==> config.mk <==
export PLATFORM = sky130hd
export DESIGN_NAME = ppst_mul
export DESIGN_NICKNAME = d
export VERILOG_FILES = /design/src/ppst_pkg.sv /design/src/ppst_mul.sv
export SDC_FILE = /design/constraint.sdc
export NUM_CORES = 2
export LEC_CHECK = 0
export ABC_AREA = 0
export ABC_CLOCK_PERIOD_IN_PS = 11900
export BUFFER_PORTS_ARGS = -buffer_cell sky130_fd_sc_hd__buf_2
export CORE_AREA = 4 4 315 255
export CTS_CLUSTER_SIZE = 30
export DETAILED_ROUTE_END_ITERATION = 6
export DIE_AREA = 0 0 319 259
export PLACE_DENSITY = 0.8
export RECOVER_POWER = 100
export SKIP_LAST_GASP = 1
export SLEW_MARGIN = 40
export SYNTH_ARGS = -nofsm -noshare
export SYNTH_HDL_FRONTEND = slang
export SYNTH_SLANG_ARGS = --single-unit
export TNS_END_PERCENT = 1
==> constraint.sdc <==
create_clock -name clk -period 11.9 [get_ports clk]
set_input_delay 0.595 -clock clk [delete_from_list [all_inputs] [get_ports clk]]
set_output_delay 0.595 -clock clk [all_outputs]
set_load 0.02 [all_outputs]
==> src/ppst_pkg.sv <==
package ppst_pkg;

    localparam int MAX_POINTS   = 256;
    localparam int ADDR_W       = $clog2(MAX_POINTS);
    localparam int CNT_W        = ADDR_W + 1;
    localparam int CORDIC_STEPS = 16;
    localparam int STEP_W       = $clog2(CORDIC_STEPS);
    localparam int PADDR_W      = 3;

    localparam logic CMD_LOAD  = 1'b0;
    localparam logic CMD_QUERY = 1'b1;

    localparam logic REG_LOOKAHEAD = 1'b0;
    localparam logic REG_WHEELBASE = 1'b1;

    localparam logic [22:0] LOOKAHEAD_RESET = 23'd196608;
    localparam logic [19:0] WHEELBASE_RESET = 20'd98304;

    localparam logic signed [33:0] PI_Q28          = 34'sd843314857;
    localparam logic signed [33:0] HALF_PI_Q28     = 34'sd421657428;
    localparam logic signed [63:0] CORDIC_GAIN_Q30 = 64'sd652032874;
    localparam logic signed [32:0] RAD_TO_DEG_Q16  = 33'sd3754936;
    localparam logic signed [13:0] STEER_LIMIT     = 14'sd5094;

    typedef struct packed {
        logic [31:0] x;
        logic [31:0] y;
        logic [31:0] arc;
    } path_word_t;

    // Elementary rotation angles atan(2^-i) in Q28 radians.
    function automatic logic signed [33:0] atan_step(input int i);
        logic signed [33:0] r;
        if (i < 10) begin
            case (i)
                0:       r = 34'sd210828714;
                1:       r = 34'sd124459457;
                2:       r = 34'sd65760959;
                3:       r = 34'sd33381290;
                4:       r = 34'sd16755422;
                5:       r = 34'sd8385879;
                6:       r = 34'sd4193963;
                7:       r = 34'sd2097109;
                8:       r = 34'sd1048571;
                default: r = 34'sd524287;
            endcase
        end
        else if (i <= 28) begin
            r = 34'sd1 <<< (28 - i);
        end
        else begin
            r = '0;
        end
        return r;
    endfunction

endpackage

==> src/ppst_mul.sv <==
module ppst_mul (
    input  logic               clk,
    input  logic signed [32:0] a,
    input  logic signed [32:0] b,
    output logic signed [65:0] p
);
    import ppst_pkg::*;

    logic signed [65:0] p_reg;

    always_ff @(posedge clk)
    begin
        p_reg <= a * b;
    end

    assign p = p_reg;

endmodule

---- Word level (Yosys, flattened, before mapping) ----
Index checks and enable logic that the tools add are counted.
operators by class
  $add $sub $neg .......................... 0
  multiply operators ...................... 1
  div/mod/pow operators ................... 0
  order comparisons ....................... 0
  equal/unequal tests ..................... 0
  shift operators ......................... 0
  mux-type cells .......................... 0
  bitwise gates (word level) .............. 0
  reductions and logical operators ........ 0
operators by type and width
  kind                                            count
  33-bit by 33-bit multiplier with 66-bit output  1
word-level totals
  register bits after elaboration ......... 66
  latch bits .............................. 0
  memory bits (writable) .................. 0
  bits in read-only memories .............. 0
  input port bits ......................... 67
  output and inout bits ................... 66
  logic and storage cells ................. 2
  memories ................................ 0

---- Depth between registers and ports, before layout ----
  depth after elaboration ................. 1
  depth in mapped cells ................... 27
  depth with buffers taken out ............ 26

---- Least setup slack after synthesis ----
Ideal clock, no wire load.
  kind .................................... input-to-reg
  from .................................... input port a[32]
  to ...................................... register p_reg[62] (netlist: p[62])
  setup time .............................. 0.079 ns
  arrival time ............................ 7.752 ns
  required time ........................... 11.821 ns
  path slack .............................. 4.069 ns
  stages on the path ...................... 23
  buffers on the path ..................... 2
  path through ............................ clkbuf_1 -> nand2_1 -> inv_1 -> fa_1 -> fa_1 -> fa_1 -> fa_1 -> fa_1 -> fa_1 -> fa_1 -> inv_1 -> fa_1 -> inv_1 -> ha_1 -> clkbuf_1 -> and3_1 -> nand3_1 -> nand2b_1 -> a2111oi_4 -> a211oi_4 -> a21o_2 -> a21o_1 -> a211oi_2
between the ends
  cells in the longest elaborated chain, start to end .. 1
ends and longest elaborated chain
  element                                         RTL line        source
  from (decl)                                     ppst_mul.sv:3   input logic signed [32:0] a,
  33-bit by 33-bit multiplier with 66-bit output  ppst_mul.sv:13  p_reg <= a * b;
  to (signal assigned)                            ppst_mul.sv:13
  to (decl)                                       ppst_mul.sv:9   logic signed [65:0] p_reg;
No other way between the ends.

---- Final worst setup path ----
  from .................................... input port a[0]
  to ...................................... register p_reg[64] (netlist: p[64])
The elaborated chain is that of the path after synthesis.

==> metrics.md <==
| Metric | Value |
|---|---|
| Largest register FFs | 66 |
| First-pass GRT wire length | 178,000 um |
| Met1 Use GR | 0.398 |
| Synth warnings | 0 |
| Crit path max fanout | 33 |
| Final TNS setup | 0 ns |
| Routability cong. | 0.966 |
| Final net count | 5,694 |
| Total GRT Usage | 0.275 |
| Final setup vio count | 0 |
| Critical path's largest stage delay | 1.40 ns |
| Unrepaired setup endpoints after global routing | no |
| Drt initial violations | 2,562 |
| CTS root buf | clkbuf_16 |
| Initial antenna violation count | 12 |
| Chip Height | 259 um |
| Final worst path period share | 0.821 |
| Overall routed net length | 108,000 um |
| Worst Tran Pin Value | 1.97 ns |
| CP Data Arrival Time | 9.99 ns |
| Clock buffer depth | 2 |
| Seq cells post-synth | 66 |
| Drt pass-1 iters | 5 |
| Footprint of the multi-input gates | 34,200 um^2 |
| Buffers & Inverters on Critical Path | 5 |
| Netlist cell types | 80 |
| Hold buffers post-CTS | 0 |
| HPWL after detailed placement | 88,100 um |
| Max-cap viol count | 1 |
| Busiest layer in global routing | met1 |
| Family with the most delay on the worst path | adder cells |
| Register area | 1320 um^2 |
| Setup crit start kind | input pin |
| Hold Crit Class | in2reg |
| Count of input and output buffers | 132 |
| Net count after synthesis | 5,767 |
| # DRC | 0 |
| Starting Density | 0.530 |
| Layout fillers | 6,593 |
| Met2 Use GR | 0.383 |
| Yosys top cell by area | fa_1 |
| Final Slew Violations | 34 |
| Gr ovfl total | 0 |
| Slowest cell on the critical path | clkbuf_1 |
| Vias | 28.7k |
| CTS tree | done |
| Post-CTS setup buffer count | 0 |
| CTS H-tree lvls | 3 |
| Fin. Hold Viols | 0 |
| Core area | 76,900 um^2 |
| Post-synth EDFFs | 0 |
| Antenna-violating nets left | 0 |
| Area of the die | 82,600 um^2 |
| Cts repair resizes | 0 |
| Row count | 91 |
| IO Pins | 133 |
| Drt wl/cell | 20.4 um |
| Grt met3 use | 0.120 |
| Vias in the first global route | 31.8k |
| Sequential area share after synthesis | 0.0324 |
| CP Cell Sequence | buf_2 -> clkbuf_1 -> nand2_1 -> fa_1 -> inv_1 -> fa_1 -> inv_1 -> fa_1 -> fa_1 -> inv_1 -> ha_1 -> ha_1 -> fa_1 -> fa_1 -> ha_1 -> and3_1 -> and2_0 -> a221oi_1 -> o211ai_1 -> o311ai_0 -> nand3_2 -> a211oi_1 -> a311oi_1 |
| Die X | 319 um |
| Crit path kind | in2reg |
| Largest net degree at the start of global routing | 34 |
| Cells after Synth | 4,338 |
| Critical path capture point type | flip-flop |
| Hold_sp | b[0] |
| Data required time of the worst path | 12.12 ns |
| Prevailing post-synth register cell | dfxtp_1 |
| Area Growth Syn to Fin | 3.01% |
| Crit path from | a[0] |
| CTS Buf Count | 9 |
| CTS sink count | 66 |
| Synth top area share | 0.563 |
| Tmin final | 9.77 ns |
| Commonest non-fill, non-tap cell in the layout | fa_1 |
| Status | finished, violations left |
| Critical Path Most Common Cell | fa_1 |
| Share of cells above drive strength 1 | 0.0253 |
| Mapped cell area | 40,700 um^2 |
| Clock Pin Slew Worst Setup and Hold Paths | 0.07 ns |
| Syn_area_per_cell | 9.39 um^2 |
| Commonest non-fill, non-tap cells in the layout | fa_1, inv_1, and2_1, nand2_1, ha_1 |
| Failing checks | max-capacitance violations, max-slew violations |
| Fmax | 102 MHz |
| Rel. slew slack | -0.311 |
| Vias per std cell | 5.43 |
| Async set-reset flop share out of synthesis | 0 |
| Area contributors post-synth | fa_1, inv_1, and2_1 |
-- final cells by class --
type,count,share of cell area
diodes,6,0.000358
clock buffers,9,0.00537
clock inverters,7,0.00125
inverters,1131,0.101
multi-input cells,2920,0.815
flip-flops and latches,66,0.0315
well taps,1023,0.0305
repair buffers,137,0.0152
-- synthesized netlist by cell type (3+ instances only) --
cell / count
clkbuf_1: 208
a21oi_1: 57
o21ai_0: 25
buf_2: 11
and2_1: 562
a211o_1: 6
ha_1: 217
inv_1: 1131
o21ai_1: 6
a31oi_1: 8
a21o_1: 36
a21oi_2: 3
xnor2_1: 43
fa_1: 1145
nand3_1: 25
or3_1: 3
o211ai_1: 4
and4_1: 5
nand2b_1: 12
and3_1: 5
a211oi_2: 3
dfxtp_1: 66
o21bai_1: 11
xor2_1: 25
a211oi_1: 7
nor2_1: 68
o21a_1: 6
nand4_1: 11
nor2b_1: 5
nor3_1: 7
nand2_1: 551
o31ai_4: 3
or2_2: 3
-- per-layer routing --
layer	part of all wire	vias to the layer above
met5	0.00091	-
met4	0.022	12
met3	0.16	176
met2	0.41	1781
met1	0.41	14600
li1	-	12200
-- per-stage QoR --
| stage | hold WS [ns] | cell area [um^2] | util | instances | worst slack (ns) |
|---|---|---|---|---|---|
| after global routing | 0.804 | 42000 | 0.546 | 5296 | 1.74 |
| after floorplan | 0.722 | 40700 | - | 4338 | 4.07 |
| after CTS | 0.757 | 42100 | 0.548 | 5292 | 3.74 |
| final | 0.801 | 42000 | 0.546 | 5299 | 2.13 |
| after detailed placement | 1.01 | 41900 | 0.545 | 5276 | 3.39 |
| after global placement | 1.01 | 41900 | 0.545 | 5276 | 3.38 |
-- path summary, 6_finish.rpt --
check            end  slack, ns  cells past startpoint
max    p[64]$_DFF_P_       2.13                     23
min     p[0]$_DFF_P_       0.80                      2
-- logic make-up after synthesis --
logic type	share of synthesized area
flops	0.0324
xor+xnor	0.0146
buf+inv	0.125
compound gates	0.0407
simple gates	0.158
fa+ha+maj	0.629
Power is not shown: default switching activity piles up to over one toggle a cycle in this logic, so the estimate is an artifact.
