### src/ppst_pkg.sv
package ppst_pkg;

    localparam int MAX_POINTS   = 256;
    localparam int ADDR_W       = $clog2(MAX_POINTS);
    localparam int CNT_W        = ADDR_W + 1;
    localparam int CORDIC_STEPS = 16;
    localparam int STEP_W       = $clog2(CORDIC_STEPS);
    localparam int PADDR_W      = 3;

    localparam logic CMD_LOAD  = 1'b0;
    localparam logic CMD_QUERY = 1'b1;

    localparam logic REG_LOOKAHEAD = 1'b0;
    localparam logic REG_WHEELBASE = 1'b1;

    localparam logic [22:0] LOOKAHEAD_RESET = 23'd196608;
    localparam logic [19:0] WHEELBASE_RESET = 20'd98304;

    localparam logic signed [33:0] PI_Q28          = 34'sd843314857;
    localparam logic signed [33:0] HALF_PI_Q28     = 34'sd421657428;
    localparam logic signed [63:0] CORDIC_GAIN_Q30 = 64'sd652032874;
    localparam logic signed [32:0] RAD_TO_DEG_Q16  = 33'sd3754936;
    localparam logic signed [13:0] STEER_LIMIT     = 14'sd5094;

    typedef struct packed {
        logic [31:0] x;
        logic [31:0] y;
        logic [31:0] arc;
    } path_word_t;

    // Elementary rotation angles atan(2^-i) in Q28 radians.
    function automatic logic signed [33:0] atan_step(input int i);
        logic signed [33:0] r;
        if (i < 10) begin
            case (i)
                0:       r = 34'sd210828714;
                1:       r = 34'sd124459457;
                2:       r = 34'sd65760959;
                3:       r = 34'sd33381290;
                4:       r = 34'sd16755422;
                5:       r = 34'sd8385879;
                6:       r = 34'sd4193963;
                7:       r = 34'sd2097109;
                8:       r = 34'sd1048571;
                default: r = 34'sd524287;
            endcase
        end
        else if (i <= 28) begin
            r = 34'sd1 <<< (28 - i);
        end
        else begin
            r = '0;
        end
        return r;
    endfunction

endpackage

### src/ppst_cordic.sv
module ppst_cordic (
    input  logic               clk,
    input  logic               rst_n,
    input  logic               start,
    input  logic               vec,
    input  logic signed [63:0] x0,
    input  logic signed [63:0] y0,
    input  logic signed [33:0] z0,
    output logic               done,
    output logic signed [63:0] y,
    output logic signed [33:0] z
);
    import ppst_pkg::*;

    logic signed [63:0] x_reg;
    logic signed [63:0] y_reg;
    logic signed [33:0] z_reg;
    logic [STEP_W-1:0]  step_reg;
    logic               busy_reg;
    logic               done_reg;
    logic               vec_reg;
    logic signed [63:0] sx;
    logic signed [63:0] sy;
    logic signed [33:0] ang;
    logic               cw;

    assign sx  = y_reg >>> step_reg;
    assign sy  = x_reg >>> step_reg;
    assign ang = atan_step(int'(step_reg));
    // Vectoring drives y to zero, rotation drives z to zero.
    assign cw  = vec_reg ? (y_reg > 64'sd0) : (z_reg < 34'sd0);

    always_ff @(posedge clk or negedge rst_n)
    begin
        if (!rst_n)
        begin
            x_reg    <= '0;
            y_reg    <= '0;
            z_reg    <= '0;
            step_reg <= '0;
            busy_reg <= 1'b0;
            done_reg <= 1'b0;
            vec_reg  <= 1'b0;
        end
        else
        begin
            done_reg <= 1'b0;
            if (start)
            begin
                vec_reg  <= vec;
                step_reg <= '0;
                if (vec && x0 == 64'sd0 && y0 == 64'sd0)
                begin
                    x_reg    <= '0;
                    y_reg    <= '0;
                    z_reg    <= '0;
                    done_reg <= 1'b1;
                end
                else if (vec && x0 < 64'sd0)
                begin
                    z_reg    <= (y0 >= 64'sd0) ? PI_Q28 : -PI_Q28;
                    x_reg    <= -x0;
                    y_reg    <= -y0;
                    busy_reg <= 1'b1;
                end
                else
                begin
                    z_reg    <= vec ? 34'sd0 : z0;
                    x_reg    <= x0;
                    y_reg    <= y0;
                    busy_reg <= 1'b1;
                end
            end
            else if (busy_reg)
            begin
                if (cw)
                begin
                    x_reg <= x_reg + sx;
                    y_reg <= y_reg - sy;
                    z_reg <= z_reg + ang;
                end
                else
                begin
                    x_reg <= x_reg - sx;
                    y_reg <= y_reg + sy;
                    z_reg <= z_reg - ang;
                end
                if (step_reg == STEP_W'(CORDIC_STEPS - 1))
                begin
                    busy_reg <= 1'b0;
                    done_reg <= 1'b1;
                end
                else
                begin
                    step_reg <= step_reg + 1'b1;
                end
            end
        end
    end

    assign done = done_reg;
    assign y    = y_reg;
    assign z    = z_reg;

endmodule

### config.mk
export PLATFORM = sky130hd
export DESIGN_NAME = ppst_cordic
export DESIGN_NICKNAME = d
export VERILOG_FILES = /design/src/ppst_pkg.sv /design/src/ppst_cordic.sv
export SDC_FILE = /design/constraint.sdc
export NUM_CORES = 2
export LEC_CHECK = 0
export CAP_MARGIN = 5
export CORE_ASPECT_RATIO = 0.7
export CORE_MARGIN = 5
export CORE_UTILIZATION = 50
export DETAILED_ROUTE_END_ITERATION = 8
export DONT_BUFFER_PORTS = 1
export PLACE_DENSITY_LB_ADDON = 0.08
export SYNTH_ARGS = -nofsm -noshare
export SYNTH_HDL_FRONTEND = slang
export SYNTH_SLANG_ARGS = --single-unit
### constraint.sdc
create_clock -name clk -period 8.9 [get_ports clk]
set_clock_uncertainty 0.15 [all_clocks]
set_input_delay 1.335 -clock clk [delete_from_list [all_inputs] [get_ports clk]]
set_output_delay 1.335 -clock clk [all_outputs]
set_load 0.01 [all_outputs]
* After elaboration in Yosys (flattened, before gate mapping)
Memories as Yosys holds them, arrays and structs flattened.
Index checks and enable logic that the tools add are counted.
** Operators by class
- Order comparisons :: 5
- Reduce and logical (&&, ||, !) cells :: 7
- Shifts and indexed selects :: 3
- $add $sub $neg :: 10
- Eq/ne operators :: 3
- Mux-type cells :: 30
** Operators by type and width (count)
- $mux W64 :: 10
- $mux W34 :: 8
- $add A64 B64 Y64 :: 2
- $logic_not A64 Y1 :: 2
- $neg A64 Y64 :: 2
- $sshr A64 B4 Y64 :: 2
- $sub A64 B64 Y64 :: 2
- $ge A64 B1 Y1 const B :: 1
- $gt A64 B1 Y1 const B :: 1
- $lt A64 B1 Y1 const B :: 1
- $add A34 B34 Y34 :: 1
- $lt A34 B1 Y1 const B :: 1
- $sshl A2 B32 Y34 const A :: 1
- $sub A34 B34 Y34 :: 1
- $mux W4 :: 3
- $mux W1 :: 9
- $sub A5 B4 Y6 const A :: 1
- $add A4 B1 Y4 const B :: 1
- $eq A4 B4 Y1 const B :: 1
- $lt A4 B4 Y1 const B :: 1
- $ne A2 B2 Y1 const B :: 2
- $logic_and A1 B1 Y1 :: 3
- $reduce_and A2 Y1 :: 1
- $reduce_bool A2 Y1 :: 1
** Storage, ports and cells
- Output and inout bits :: 99
- Word-level logic and storage cells :: 66
- Memory bits (read-only) :: 448
- Memories kept :: 1
- Register bits after elaboration :: 169
** Memories
- (no name shown) :: depth 16, width 28, read ports 1, clocked after Yosys merged registers in 0, write ports 0, line ppst_pkg.sv:35 : case (i)

* Depth between registers and ports, before layout
- Word-level depth :: 7
- Mapped depth :: 37
- Depth with buffers taken out :: 28

* Least setup slack after synthesis
OpenSTA, ideal clock, no wires.
- Path kind :: register to register
- Start :: register step_reg[0]
- End :: register z_reg[30] (netlist: z[30])
- Data required time :: 8.629 ns
- Library setup time :: 0.121 ns
- Cell stages (with the launch flop) :: 35
- Arrival time :: 8.540 ns
- Path buffers :: 10
- Setup slack :: 0.089 ns
- Path through :: dfrtp_1 > buf_2 > inv_1 > buf_2 > buf_2 > buf_1 > clkbuf_1 > buf_1 > clkbuf_1 > clkbuf_1 > ha_1 > clkbuf_1 > inv_1 > ha_1 > clkbuf_1 > nor2_1 > a21o_1 > o221ai_1 > ha_1 > nand3_1 > a2111o_1 > nor2b_1 > nand3_1 > o31ai_1 > xor2_1 > ha_1 > a21o_1 > a211o_1 > a221o_1 > o41ai_1 > o21bai_1 > a2111o_1 > o311ai_0 > a21oi_1 > o22a_1
** On the way
- Cells in the longest elaborated chain, start to end :: 7
** RTL lines
- from (decl) :: line ppst_cordic.sv:18 : logic [STEP_W-1:0] step_reg;
- from (signal assigned) :: line ppst_cordic.sv:95 : step_reg <= step_reg + 1'b1;
- $sub A5 B4 Y6 :: line ppst_pkg.sv:49 : r = 34'sd1 <<< (28 - i);
- $sshl A2 B32 Y34 :: line ppst_pkg.sv:49
- $mux W34 * :: line ppst_pkg.sv:34 : if (i < 10) begin
- $sub A34 B34 Y34 / $add A34 B34 Y34 (equally long branches) :: line ppst_cordic.sv:86, ppst_cordic.sv:80
- $mux W34 * :: line ppst_cordic.sv:76 : if (cw)
- $mux W34 * :: line ppst_cordic.sv:74 : else if (busy_reg)
- $mux W34 * :: line ppst_cordic.sv:48 : if (start)
- to (signal assigned) :: line ppst_cordic.sv:61 : z_reg <= (y0 >= 64'sd0) ? PI_Q28 : -PI_Q28;
- to (signal assigned) :: line ppst_cordic.sv:80 : z_reg <= z_reg + ang;
- to (signal assigned) :: line ppst_cordic.sv:86 : z_reg <= z_reg - ang;
- to (decl) :: line ppst_cordic.sv:17 : logic signed [33:0] z_reg;
Every way passes the cells marked *; elsewhere a longest branch is shown, timed or not. The select of a mux whose other input is x is not followed.
A chain may end at the register's enable or synchronous reset.

* Worst setup path after layout
Same ends and word-level chain as after synthesis.

==> flow_summary_export.csv <==
group,metric,value,unit
status,outcome,"complete, no violations",
critical_path,critPathKind,"flop to flop",
logic_synthesis,count_of_flip_flops_with_a_built_in_enable_after_synthesis,0,
critical_path,critical_path.max_fanout,34,
placement,port_buffers,0,
critical_path,worst_setup_path_start_kind,"flop",
finish,layout-drive-gt1-share,8.19,%
critical_path,timing.critical_path.required,9.16,ns
floorplanning,core_area,0.0618,sq mm
logic_synthesis,yosys_reg_bits,169,
finish,nets,4287,
global_route,grt_antenna_before_repair,7,
sta,setup_tns,0,ns
logic_synthesis,yosys.area_share.xor_xnor,11.6,%
clock_tree,cts_htree_levels,4,
clock_tree,cts_tree,"yes",
critical_path,path_cells,"inv_4, ha_1, inv_1, ha_1, nor2_1, a21o_1, o221ai_1, ha_1, nand3_1, a2111o_1, nor2b_1, nand3_1, o31ai_1, xor2_1, ha_1, a21o_1, a211o_1, a221o_1, o41ai_1, o21bai_1, a2111o_1, o311ai_0, a21oi_1, o22a_1",
critical_path,critPathTopFamily,"compound AO/OA/AOI/OAI gates",
sta,slew_viols_final,0,
clock_tree,clk_pin_slew_worst_paths,0.09,ns
route,vias_per_cell,6.67,
sta,hold_violations,0,
global_route,gr-usage-all-layers,33.3,%
clock_tree,clk_path_buf_depth,2,
floorplanning,die_w,309,um
sta,timing_worst_slew_pin_value,1.30,ns
critical_path,critical_path.max_stage_delay,0.85,ns
logic_synthesis,synthDistinctLibCells,109,
global_route,grt_pass1_vias,28306,
sta,fin_crit_sh,88.3,%
global_route,grt_max_degree,170,
critical_path,crit_path_start,"step_reg[0]",
route,drtIter0Drc,4208,
finish,antenna_cells,0,
logic_synthesis,synth-simple-area-share,19.9,%
logic_synthesis,most_used_flip_flop_cell_after_synthesis,"sky130_fd_sc_hd__dfrtp_1",
clock_tree,postCtsHoldBufs,0,
floorplanning,initial_core_util,50.7,%
placement,gp_routability_congestion,0.993,
route,drc,0,
logic_synthesis,synthCells,4154,
finish,area_growth_syn_to_layout,2.15,%
placement,post-dp-hpwl,89800,um
sta,peak_freq,0.127,GHz
critical_path,timing.critical_path.slowest_stage_cell,"sky130_fd_sc_hd__o41ai_1",
critical_path,worst_r2r_startpoint,"step_reg[0]",
logic_synthesis,synthesis.area,0.0314,sq mm
floorplanning,boundaryPins,265,
sta,rsz0062_at_grt,"no",
logic_synthesis,synth_compound_area_share,27.2,%
route,route.antenna.remaining_nets,0,
clock_tree,cts-resized-gates,0,
clock_tree,clock_sink_count,169,
logic_synthesis,ys_async_sr_fraction,100,%
logic_synthesis,post_synth_fa_ha_maj_area_fraction,7.25,%
clock_tree,clockRootBuffer,"sky130_fd_sc_hd__clkbuf_16",
route,route.final.wire_length,117000,um
sta,final_period_minus_worst_setup_slack,7.86,ns
run,max_cap_violations,0,
clock_tree,cts_made_buffers,17,
logic_synthesis,yosys-mux-area-fraction,15.0,%
sta,worst_slew_margin_rel,13.3,%
clock_tree,clkLatencyLatePin,0.53,ns
critical_path,endpoint_kind,"flop",
critical_path,critPathMostFrequentCell,"sky130_fd_sc_hd__ha_1",
logic_synthesis,syn_nets,4500,
logic_synthesis,seq_area_frac_synth,13.5,%
floorplanning,fp.dieH,220,um
floorplanning,fp.dieArea,0.0679,sq mm
logic_synthesis,synth_warnings,0,
global_route,grt_pass1_wl,177000,um
floorplanning,row_count,76,
sta,setup_viol_count_final,0,
route,wl_per_cell,24.5,um
min_path,worstHoldPathType,"input port to async pin",
global_route,global_route.overflow_total,0,
clock_tree,cts_setup_buffers,0,
logic_synthesis,synthesis.area_per_instance,7.55,sq um
route,via_count,31823,
critical_path,worstPathBufferInverterCount,2,
critical_path,crit_arrival,8.12,ns
logic_synthesis,synth_top_family_by_area,"compound AO/OA/AOI/OAI gates",
route,pre_repair_dr_iteration_count,6,
==> cell type report <==
type                            count  area [sq um]
Multi-Input combinational cell   3620         25400
Timing Repair Buffer               46           408
Clock buffer                       21           470
Sequential cell                   169          4250
Tap cell                          819          1020
Fill cell                        6141         29800
Clock inverter                     11           113
Inverter                           87           330
==> through the flow <==
stage / worst slack, ns / hold WS (ns) / instance area [sq um] / cells / util (%)
after CTS: 1.26 / 0.325 / 32000 / 4773 / 51.8
after floorplan: 0.0891 / 0.355 / 31400 / 4154 / -
after detailed placement: 1.34 / 0.399 / 31400 / 4741 / 50.9
after global placement: 1.40 / 0.412 / 31400 / 4741 / 50.9
final: 1.04 / 0.375 / 32000 / 4773 / 51.8
after global routing: 0.649 / 0.346 / 32000 / 4773 / 51.8
==> synthesized netlist by cell type, types with 66 or more instances <==
library cell               instances  area, sq um
sky130_fd_sc_hd__a21oi_1         593         2970
sky130_fd_sc_hd__nor2_1          464         1740
sky130_fd_sc_hd__nand2_1         376         1410
sky130_fd_sc_hd__o21ai_0         256         1280
sky130_fd_sc_hd__xnor2_1         238         2080
sky130_fd_sc_hd__xor2_1          178         1560
sky130_fd_sc_hd__ha_1            177         2210
sky130_fd_sc_hd__clkbuf_1        173          649
sky130_fd_sc_hd__dfrtp_1         169         4230
sky130_fd_sc_hd__a21o_1          113          848
sky130_fd_sc_hd__mux2i_1         107         1070
sky130_fd_sc_hd__mux4_2          104         2340
sky130_fd_sc_hd__nand3_1          85          425
sky130_fd_sc_hd__inv_1            84          315
sky130_fd_sc_hd__nor3_1           66          330
==> layer usage <==
| metal | part of all wire, % | GRT usage, % | routed length (um) |
|---|---|---|---|
| met5 | 0 | 0 | 0 |
| met4 | 1.1 | 4.96 | 1260 |
| met3 | 13 | 10.7 | 15100 |
| met2 | 37 | 42.4 | 43400 |
| met1 | 49 | 54.3 | 57400 |
==> cells in the final DEF (no fill, tap or decap), types with 82 or more instances in the layout <==
cell type,Yosys,routed
sky130_fd_sc_hd__mux2i_1,107,106
sky130_fd_sc_hd__xor2_1,178,178
sky130_fd_sc_hd__o21ai_0,256,256
sky130_fd_sc_hd__inv_1,84,82
sky130_fd_sc_hd__dfrtp_1,169,164
sky130_fd_sc_hd__a21o_1,113,113
sky130_fd_sc_hd__nor2_1,464,464
sky130_fd_sc_hd__nand3_1,85,85
sky130_fd_sc_hd__mux4_2,104,104
sky130_fd_sc_hd__a21oi_1,593,593
sky130_fd_sc_hd__xnor2_1,238,238
sky130_fd_sc_hd__nand2_1,376,375
sky130_fd_sc_hd__ha_1,177,177
==> kinds of logic (layout without fill, tap and decap cells) <==
kind of cell | Yosys count | after routing
muxes | 298 | 298
buffers and inverters | 365 | 165
DFF | 169 | 169
adders and majority gates | 180 | 180
xor gates and xnor gates | 416 | 416
and+or+nand+nor | 1332 | 1332
AOI/OAI and AO/OA | 1394 | 1394
==> worst reg2reg max path, stage by stage (launching register included) <==
cell,delay [ns]
sky130_fd_sc_hd__dfrtp_4,0.67
sky130_fd_sc_hd__inv_4,0.12
sky130_fd_sc_hd__ha_1,0.55
sky130_fd_sc_hd__inv_1,0.14
sky130_fd_sc_hd__ha_1,0.55
sky130_fd_sc_hd__nor2_1,0.15
sky130_fd_sc_hd__a21o_1,0.22
sky130_fd_sc_hd__o221ai_1,0.39
sky130_fd_sc_hd__ha_1,0.31
sky130_fd_sc_hd__nand3_1,0.12
sky130_fd_sc_hd__a2111o_1,0.35
sky130_fd_sc_hd__nor2b_1,0.17
sky130_fd_sc_hd__nand3_1,0.18
sky130_fd_sc_hd__o31ai_1,0.34
sky130_fd_sc_hd__xor2_1,0.18
sky130_fd_sc_hd__ha_1,0.30
sky130_fd_sc_hd__a21o_1,0.19
sky130_fd_sc_hd__a211o_1,0.32
sky130_fd_sc_hd__a221o_1,0.40
sky130_fd_sc_hd__o41ai_1,0.85
sky130_fd_sc_hd__o21bai_1,0.24
sky130_fd_sc_hd__a2111o_1,0.44
sky130_fd_sc_hd__o311ai_0,0.10
sky130_fd_sc_hd__a21oi_1,0.12
sky130_fd_sc_hd__o22a_1,0.19
==> path summary, 6_finish.rpt <==
check | slack (ns) | cells after the start | end
worst max-delay path | 1.04 | 24 | z[30]
worst min-delay path | 0.37 | 0 | x_reg[7]
worst max register to register | 1.04 | 24 | z[30]
worst min register to register | 0.43 | 2 | x_reg[0]
max in group asynchronous | 7.85 | 0 | z[29]
min in group clk | 0.43 | 2 | x_reg[0]
Power is not shown: default switching activity piles up to over one toggle a cycle in this logic, so the estimate is an artifact.
