$ cat src/ppst_pkg.sv
package ppst_pkg;

    localparam int MAX_POINTS   = 256;
    localparam int ADDR_W       = $clog2(MAX_POINTS);
    localparam int CNT_W        = ADDR_W + 1;
    localparam int CORDIC_STEPS = 16;
    localparam int STEP_W       = $clog2(CORDIC_STEPS);
    localparam int PADDR_W      = 3;

    localparam logic CMD_LOAD  = 1'b0;
    localparam logic CMD_QUERY = 1'b1;

    localparam logic REG_LOOKAHEAD = 1'b0;
    localparam logic REG_WHEELBASE = 1'b1;

    localparam logic [22:0] LOOKAHEAD_RESET = 23'd196608;
    localparam logic [19:0] WHEELBASE_RESET = 20'd98304;

    localparam logic signed [33:0] PI_Q28          = 34'sd843314857;
    localparam logic signed [33:0] HALF_PI_Q28     = 34'sd421657428;
    localparam logic signed [63:0] CORDIC_GAIN_Q30 = 64'sd652032874;
    localparam logic signed [32:0] RAD_TO_DEG_Q16  = 33'sd3754936;
    localparam logic signed [13:0] STEER_LIMIT     = 14'sd5094;

    typedef struct packed {
        logic [31:0] x;
        logic [31:0] y;
        logic [31:0] arc;
    } path_word_t;

    // Elementary rotation angles atan(2^-i) in Q28 radians.
    function automatic logic signed [33:0] atan_step(input int i);
        logic signed [33:0] r;
        if (i < 10) begin
            case (i)
                0:       r = 34'sd210828714;
                1:       r = 34'sd124459457;
                2:       r = 34'sd65760959;
                3:       r = 34'sd33381290;
                4:       r = 34'sd16755422;
                5:       r = 34'sd8385879;
                6:       r = 34'sd4193963;
                7:       r = 34'sd2097109;
                8:       r = 34'sd1048571;
                default: r = 34'sd524287;
            endcase
        end
        else if (i <= 28) begin
            r = 34'sd1 <<< (28 - i);
        end
        else begin
            r = '0;
        end
        return r;
    endfunction

endpackage

$ cat src/ppst_isqrt.sv
module ppst_isqrt (
    input  logic        clk,
    input  logic        rst_n,
    input  logic        start,
    input  logic [63:0] radicand,
    output logic        done,
    output logic [31:0] root
);
    import ppst_pkg::*;

    logic [63:0] rem_reg;
    logic [63:0] res_reg;
    logic [63:0] bit_reg;
    logic        busy_reg;
    logic        done_reg;
    logic [63:0] trial;
    logic        take;

    assign trial = res_reg + bit_reg;
    assign take  = rem_reg >= trial;

    // One result bit per cycle.
    always_ff @(posedge clk or negedge rst_n)
    begin
        if (!rst_n)
        begin
            busy_reg <= 1'b0;
            done_reg <= 1'b0;
            rem_reg  <= '0;
            res_reg  <= '0;
            bit_reg  <= '0;
        end
        else
        begin
            done_reg <= 1'b0;
            if (start)
            begin
                rem_reg  <= radicand;
                res_reg  <= '0;
                bit_reg  <= 64'h4000_0000_0000_0000;
                busy_reg <= 1'b1;
            end
            else if (busy_reg)
            begin
                if (take)
                begin
                    rem_reg <= rem_reg - trial;
                    res_reg <= (res_reg >> 1) + bit_reg;
                end
                else
                begin
                    res_reg <= res_reg >> 1;
                end
                bit_reg <= bit_reg >> 2;
                if (bit_reg[0])
                begin
                    busy_reg <= 1'b0;
                    done_reg <= 1'b1;
                end
            end
        end
    end

    assign done = done_reg;
    assign root = res_reg[31:0];

endmodule

$ cat config.mk
export PLATFORM = sky130hd
export DESIGN_NAME = ppst_isqrt
export DESIGN_NICKNAME = d
export VERILOG_FILES = /design/src/ppst_pkg.sv /design/src/ppst_isqrt.sv
export SDC_FILE = /design/constraint.sdc
export NUM_CORES = 1
export LEC_CHECK = 0
export BUFFER_PORTS_ARGS = -buffer_cell sky130_fd_sc_hd__clkbuf_2
export CAP_MARGIN = 30
export CORE_UTILIZATION = 40
export DETAILED_ROUTE_END_ITERATION = 10
export PLACE_DENSITY_LB_ADDON = 0.05
export SETUP_SLACK_MARGIN = 0.05
export SLEW_MARGIN = 0
export SYNTH_ARGS = -nofsm -noshare
export SYNTH_HDL_FRONTEND = slang
export SYNTH_SLANG_ARGS = --single-unit
$ cat constraint.sdc
create_clock -name clk -period 12.9 [get_ports clk]
set_clock_uncertainty 0.15 [all_clocks]
set_input_delay 1.29 -clock clk [delete_from_list [all_inputs] [get_ports clk]]
set_output_delay 1.29 -clock clk [all_outputs]
set_load 0.01 [all_outputs]
== After elaboration in Yosys (flattened, before gate mapping) ==
Cells that the tools add are included.

* Bits of input ports: 67
* Register bits after elaboration: 194
* Logic and storage cells: 26

* $add $sub $neg: 3
* Muxes and demuxes: 14
* Magnitude comparators: 1
* Reductions and logical operators: 3

{| class="wikitable"
|+ Operators with widths
! kind !! count
|-
| 64-bit 2-to-1 mux || 8
|-
| 63-bit by 64-bit adder with 64-bit output || 1
|-
| 64-bit adder || 1
|-
| 64-bit greater-or-equal comparator || 1
|-
| 64-bit subtractor || 1
|-
| 1-bit 2-to-1 mux || 6
|-
| 2-bit nonzero test || 2
|-
| 2-bit AND reduction || 1
|}

== Depth between registers and ports, before layout ==
Gate-level depths: netlist of the first run.

* Depth in word-level cells: 5
* Depth in mapped cells: 26
* Mapped depth without buffers: 23

== Least setup slack after synthesis of the first run ==
Ideal clock, no wire load.

* Path type: reg-to-reg
* Start: register res_reg[18]
* End: register rem_reg[20]
* Clock period less this slack: 5.401 ns
* Path slack: 7.499 ns
* Arrival time: 5.126 ns
* Cell stages (with the launch flop): 24
* Setup time: 0.125 ns
* Cells stage by stage: dfrtp_1 > ha_1 > a31oi_1 > o21ai_1 > a221o_1 > a31o_2 > o311ai_2 > nand2_1 > a31o_1 > buf_2 > a211oi_1 > xor2_1 > ha_1 > clkbuf_1 > nand4_1 > nor4_1 > and3_1 > nand4_1 > and3b_1 > o221ai_2 > a21oi_4 > nor2_4 > mux2_2 > mux2_2

* Word-level cells in the longest chain between the ends: 5
* Elaborated cells between the ends (all ways): 8

{| class="wikitable"
|+ Ends and longest elaborated chain
! item !! line !! text
|-
| start, declared || ppst_isqrt.sv:12 || <nowiki>logic [63:0] res_reg;</nowiki>
|-
| start signal, assigned || ppst_isqrt.sv:48 || <nowiki>res_reg <= (res_reg >> 1) + bit_reg;</nowiki>
|-
| start signal, assigned || ppst_isqrt.sv:52 || <nowiki>res_reg <= res_reg >> 1;</nowiki>
|-
| 64-bit adder * || ppst_isqrt.sv:19 || <nowiki>assign trial = res_reg + bit_reg;</nowiki>
|-
| 64-bit subtractor || ppst_isqrt.sv:47 || <nowiki>rem_reg <= rem_reg - trial;</nowiki>
|-
| 64-bit 2-to-1 mux || ppst_isqrt.sv:45 || <nowiki>if (take)</nowiki>
|-
| 64-bit 2-to-1 mux || ppst_isqrt.sv:43 || <nowiki>else if (busy_reg)</nowiki>
|-
| 64-bit 2-to-1 mux || ppst_isqrt.sv:36 || <nowiki>if (start)</nowiki>
|-
| end signal, assigned || ppst_isqrt.sv:38 || <nowiki>rem_reg <= radicand;</nowiki>
|-
| end signal, assigned || ppst_isqrt.sv:47 ||
|-
| end, declared || ppst_isqrt.sv:11 || <nowiki>logic [63:0] rem_reg;</nowiki>
|}

Mark *: on every way between the ends. The rest lies on a longest branch, timed or not. The select of a mux whose other input is x is not followed.
A chain may end at the register's enable or synchronous reset.

== Worst setup path after layout of the first run ==
* Start: register res_reg[0]
* End: register rem_reg[54]

Same word-level chain as after synthesis.

==> results of run 1 <==
## through the flow
step                power, mW  instance area (um^2)  hold WS, ns  cells
CTS                      4.13                 17500        0.403   2607
global placement         3.51                 16800        0.382   2575
detailed placement       3.51                 16800        0.382   2575
global route             4.51                 17500        0.427   2607
floorplan                2.88                 16300        0.348   2082
finish                   4.15                 17500        0.406   2607
## worst paths after layout
path | start | endpoint | slack (ns)
hold / removal | rem_reg[56] | rem_reg[56] | 0.41
max in group asynchronous | rst_n | res_reg[30] | 10.10
min in group asynchronous | rst_n | rem_reg[12] | 0.58
hold reg to reg | rem_reg[56] | rem_reg[56] | 0.41
setup / recovery | res_reg[0] | rem_reg[54] | 5.67
setup reg to reg | res_reg[0] | rem_reg[54] | 5.67
## power by group
part,internal [mW],total [mW],switching [mW]
registers,0.649,0.835,0.186
clock network,0.362,0.602,0.239
logic,1.02,2.71,1.69
## critical path, delay by kind of cell, from the launching register on
family / cells / cell delay, ns
buf+inv: 1 / 0.50
flops: 1 / 0.40
xor+xnor: 1 / 0.17
simple gates: 8 / 2.01
fa+ha+maj: 3 / 0.91
compound gates: 11 / 2.93
## placed cells by master (no fill, tap or decap), drive strengths merged, types with 16 or more instances in the layout
cell type,n
xor2,70
o21a,17
and3,20
or3,18
dfrtp,162
ha,130
a21oi,172
nor3,42
nand3,41
o21ai,166
a31o,21
nor2,209
a211oi,36
nand2,248
o21bai,37
inv,53
mux2,17
clkbuf,116
mux2i,52
nand4,47
xnor2,70
a31oi,54
a311oi,19
a21o,29
buf,16
## final cells by class
| class | count | area (um^2) | area share [%] |
|---|---|---|---|
| Clock buffer | 19 | 433 | 2.48 |
| Inverter | 52 | 195 | 1.12 |
| Timing Repair Buffer | 113 | 613 | 3.51 |
| Clock inverter | 13 | 231 | 1.32 |
| Tap cell | 525 | 657 | 3.76 |
| Sequential cell | 162 | 4060 | 23.2 |
| Multi-Input combinational cell | 1723 | 11300 | 64.6 |
## metal layers
layer | part of all wire, % | track usage (%) | up-vias | wire, um
li1 | - | - | 7618 | -
met2 | 40 | 35.7 | 438 | 21000
met1 | 53 | 40.3 | 7373 | 28000
met5 | 0 | 0 | - | 0
met3 | 5.6 | 4.89 | 54 | 2990
met4 | 2.0 | 8.16 | 0 | 1080
## kinds of logic after synthesis
logic type,synth area share (%)
buffers and inverters,5.69
multiplexers,4.38
AND/OR/NAND/NOR,20.6
XOR/XNOR,7.54
adder cells (fa/ha/maj),10.1
flip-flops,24.9
AO/OA/AOI/OAI,26.8
==> impl_metrics.csv, run 1 <==
group,metric,value,unit
setup_path,r2r_cells,24,
clock_network,cts_tree,"yes",
grt,antenna_found_initial,0,
grt,grt-ovfl-total,0,
yosys,ys_seq_area_share,24.9,%
clock_network,insertion_delay,0.50,ns
power_and_ir_drop,total_leakage_power,7.65,nW
clock_network,htreeDepth,4,
clock_network,root_buffer,"clkbuf_16",
sta,rsz0062_at_grt,"no",
run_status,status,"finished clean",
yosys,syn_nets,2280,
clock_network,path_clk_slew,0.07,ns
sta,fin_setup_tns,0,ns
floorplan,die_x,204,um
clock_network,cts_setup_buffers,0,
clock_network,cts_resized,0,
floorplan,die_h,204,um
setup_path,crit_path_max_fanout,50,
setup_path,cp-end-kind,"flop",
setup_path,critical_path_required,13.12,ns
hold_path,hold_depth,2,
setup_path,crit_chain,"ha_1 -> ha_1 -> a211oi_1 -> nor4b_1 -> o21a_1 -> a211o_1 -> a21oi_1 -> o31ai_2 -> a311oi_2 -> nor2_1 -> o31ai_1 -> xor2_1 -> ha_1 -> nand4_1 -> nor4_1 -> and3_1 -> nand4_1 -> and3b_1 -> o221ai_2 -> a21o_2 -> buf_4 -> nand2_1 -> a2111oi_0 -> a211oi_1",
yosys,async_flop_share,100,%
sta,fmax,138,MHz
setup_path,start_kind,"flop",
hold_path,hold_path.class,"reg2reg",
drt,drc,0,
power_and_ir_drop,vdd_ir_drop_max,166,uV
floorplan,dieArea,0.0415,mm^2
placed_design,place_congestion,0.940,
placed_design,dp_hpwl,39.8,mm
sta,final-hold-violation-count,0,
drt,post_drt_wl_per_cell,20.4,um
finish,utilization,43.8,%
placed_design,pre_cts_ws,5.76,ns
grt,grt_pass1_vias,14437,
sta,layout_min_cycle_time,7.23,ns
floorplan,num_rows,73,
setup_path,critPathKind,"reg2reg",
sta,drv_slew,0,
floorplan,pin_count,100,
finish,nets,2267,
finish,fill_cells,4036,
floorplan,design.core.area,0.0399,mm^2
yosys,synth_edf_count,0,
finish,drive_above_1_share,10.2,%
sta,worstMarginPinSlew,0.941,ns
yosys,syn-cell-area,0.0163,mm^2
setup_path,crit_path_max_incr_delay,0.51,ns
clock_network,hold_buffers,0,
drt,dr.pass1.iters,5,
finish,areaGrowthSynthToFinish,7.43,%
setup_path,crit_arrival,7.45,ns
yosys,netlist_top_cells_count,"nand2_1 (248), nor2_1 (208), a21oi_1 (168), dfrtp_1 (162), o21ai_0 (158)",
sta,setup_viol,0,
finish,n_antenna_cell,0,
yosys,ys_warn_count,0,
yosys,synth_area_leaders,"dfrtp_1 (25%), ha_1 (10%), nand2_1 (5.7%)",
job,max_cap_violations,0,
drt,wirelength,53.1,mm
drt,dr_total_vias,15483,
power_and_ir_drop,powerDensity,238,mW/mm^2
clock_network,cts_buffers,17,
placed_design,portBuffers,99,
drt,drtIter0Drc,1163,
yosys,yosysMostFrequentCell,"nand2_1",
drt,drtAntennaViolNets,0,
floorplan,initial_core_util,40.7,%
setup_path,crit_top_cell,"ha_1",
drt,vias_per_cell,5.94,
clock_network,clk_path_buf_depth,2,
grt,grt_pass1_wl,83.6,mm
yosys,synth_area_leader_cell,"dfrtp_1",
grt,grt_max_degree,98,
yosys,ys_seq_elements,162,
yosys,synthCells,2082,
setup_path,crit_slowest_cell,"a2111oi_0",
yosys,ys_dominant_reg_cell,"dfrtp_1",
sta,fin_ws,5.67,ns
sta,fin_crit_sh,56.0,%
yosys,synth_top_cell_area_share,24.9,%
clock_network,clock-sinks,162,
grt,track_usage,26.1,%
yosys,avgSynthCellArea,7.81,um^2
sta,max_slew_margin,37.2,%
yosys,synth_cell_type_count,88,
(Power assumes the default switching activity.)
==> run 2: changes to the inputs <==
Settings changed: ABC_AREA from default to 1.
Clock period 12.9 ns to 7 ns, I/O delays scaled along.
==> run 2 against run 1 <==
Maximum frequency grew 23%. Final cell count grew 78%. Core utilization shrank 0.54 points. Largest power group unchanged. Global-route usage grew 6.0 points. Critical endpoint is now res_reg[9]. Power grew 110%. Worst hold slack lost 0.36 ns. Highest routed layer unchanged.
==> impl_metrics.csv, run 2 <==
group,metric,value,unit
yosys,syn_nets,4094,
finish,fill_cells,6130,
clock_network,cts_tree,"yes",
yosys,synth_area_leader_cell,"nand2_1",
sta,setup_viol,0,
floorplan,initial_core_util,40.5,%
setup_path,start_kind,"flop",
yosys,avgSynthCellArea,5.47,um^2
grt,antenna_found_initial,0,
drt,drtIter0Drc,1775,
yosys,yosysMostFrequentCell,"nand2_1",
setup_path,crit_chain,"ha_1 -> nand2_1 -> o21ai_0 -> nand2_1 -> o21ai_0 -> a21oi_1 -> nand2_1 -> xnor2_1 -> ha_1 -> nand2_1 -> nor2_2 -> nand2_1 -> nor2_2 -> nand4_1 -> nand3_2 -> nand2_4 -> nand2_4 -> buf_4 -> nand3_1 -> nand3_1 -> nand2_1",
floorplan,num_rows,84,
finish,stdcell_area,0.0228,mm^2
setup_path,critical_path_required,7.26,ns
setup_path,crit_top_cell,"nand2_1",
yosys,synth_top_cell_area_share,28.2,%
grt,track_usage,32.1,%
floorplan,design.core.area,0.0527,mm^2
hold_path,hold_path.class,"in2async",
clock_network,htreeDepth,4,
placed_design,dp.cells,4597,
sta,layout_min_cycle_time,5.87,ns
setup_path,r2r_cells,21,
finish,final_common_cell,"nand2_1",
floorplan,pin_count,100,
floorplan,die_h,233,um
drt,wirelength,85.8,mm
yosys,ys_seq_area_share,19.0,%
finish,n_antenna_cell,0,
finish,seq_area,0.00405,mm^2
power_and_ir_drop,total_leakage_power,12.4,nW
sta,fin_setup_tns,0,ns
sta,max_slew_margin,31.2,%
grt,grt_pass1_wl,129,mm
sta,fmax,170,MHz
placed_design,place_area,0.0222,mm^2
finish,final_cell_mix,"nand2_1 (1604), inv_1 (670), nor2_1 (312), nand3_1 (296), dfrtp_1 (162)",
placed_design,place_congestion,1.02,
job,max_cap_violations,0,
clock_network,clock-sinks,162,
drt,vias_per_cell,5.08,
clock_network,cts_resized,0,
yosys,ys_dominant_reg_cell,"dfrtp_1",
setup_path,crit_path_max_incr_delay,0.70,ns
setup_path,crit_slowest_cell,"buf_4",
yosys,synth_cell_type_count,45,
drt,dr_total_vias,23515,
finish,areaGrowthSynthToFinish,6.81,%
finish,final_cells,4629,
drt,drc,0,
sta,worstMarginPinSlew,1.03,ns
yosys,netlist_top_cells_count,"nand2_1 (1604), inv_1 (671), nor2_1 (314), nand3_1 (296), dfrtp_1 (162)",
clock_network,cts_buffers,17,
sta,final-hold-violation-count,0,
finish,drive_above_1_share,5.15,%
yosys,ys_warn_count,0,
finish,multi_input_area,0.0141,mm^2
setup_path,crit_path_max_fanout,77,
clock_network,cts_setup_buffers,0,
placed_design,portBuffers,99,
sta,rsz0062_at_grt,"no",
setup_path,crit_arrival,6.13,ns
sta,fin_crit_sh,83.8,%
power_and_ir_drop,vdd_ir_drop_max,235,uV
clock_network,root_buffer,"clkbuf_16",
clock_network,insertion_delay,0.53,ns
yosys,ys_seq_elements,162,
drt,drtAntennaViolNets,0,
floorplan,dieArea,0.0542,mm^2
setup_path,reg2reg_slack,1.13,ns
yosys,syn-cell-area,0.0213,mm^2
floorplan,die_x,233,um
placed_design,dp_hpwl,71.0,mm
setup_path,cp-end-kind,"flop",
yosys,synth_edf_count,0,
yosys,synth_area_leaders,"nand2_1 (28%), dfrtp_1 (19%), inv_1 (12%)",
drt,post_drt_wl_per_cell,18.5,um
finish,nets,4126,
yosys,async_flop_share,100,%
power_and_ir_drop,total_power,8.84,mW
grt,grt_max_degree,80,
clock_network,path_clk_slew,0.09,ns
drt,dr.pass1.iters,5,
grt,grt-ovfl-total,0,
setup_path,critPathKind,"reg2reg",
run_status,status,"finished clean",
yosys,synthCells,3896,
clock_network,hold_buffers,0,
power_and_ir_drop,powerDensity,388,mW/mm^2
grt,grt_pass1_vias,22413,
sta,drv_slew,0,
clock_network,clk_path_buf_depth,2,
## run 2: cell count changes after synthesis, sizes merged, moves of 34 or more
cell / change
inv: +628
clkbuf: -44
nor2: +119
nand3: +256
a211oi: -34
a31oi: -50
nand2: +1368
a21oi: -37
mux2i: -52
## run 2: worst paths after layout
kind / start / endpoint
worst max-delay path: res_reg[24] / res_reg[9]
worst min-delay path: rst_n / rem_reg[12]
worst max register to register: res_reg[24] / res_reg[9]
worst min register to register: rem_reg[2] / rem_reg[2]
max in group asynchronous: rst_n / rem_reg[59]
min in group clk: radicand[62] / rem_reg[62]
## run 2: per-layer routing
layer  global-route usage, %  wire [um]  up-vias
met5                       0          0        -
met4                    17.7       4900        0
met3                    3.21       3370      183
met2                    52.3      38600      606
met1                    41.4      39000    10649
li1                        -          -    12077
## run 2: report_power, final
| group | internal (mW) | switching (mW) | total [mW] |
|---|---|---|---|
| sequential | 1.21 | 0.397 | 1.61 |
| combinational | 1.97 | 4.24 | 6.20 |
| clock | 0.478 | 0.548 | 1.03 |
| total | 3.66 | 5.18 | 8.84 |
## run 2: kinds of logic after synthesis
| kind of cell | share of synthesized area (%) |
|---|---|
| simple gates | 45.5 |
| buf+inv | 14.9 |
| compound gates | 8.97 |
| flops | 19.0 |
| fa+ha+maj | 7.72 |
| xor+xnor | 3.86 |
## run 2: layout make-up
class	count	area share, %
multi-input cells	2953	61.9
inverters	680	11.2
well taps	688	3.78
flip-flops and latches	162	17.8
clock inverters	15	0.698
clock buffers	17	1.87
repair buffers	114	2.70
## run 2: worst max-delay path, delay by kind of cell (launching register included)
family,cells,cell delay (ns)
AO/OA/AOI/OAI,3,0.90
XOR/XNOR,1,0.22
adder cells (fa/ha/maj),2,0.81
buffers and inverters,1,0.70
flip-flops,1,0.44
AND/OR/NAND/NOR,14,2.45
## run 2: through the flow
| stage | utilization, % | worst slack, ns | hold slack [ns] |
|---|---|---|---|
| after floorplan | - | 3.19 | 0.254 |
| after detailed placement | 42.1 | 1.26 | 0.326 |
| final | 43.2 | 1.13 | 0.0435 |
| after CTS | 43.2 | 1.23 | 0.0876 |
| after global placement | 42.1 | 1.21 | 0.324 |
| after global routing | 43.2 | 0.764 | 0.121 |
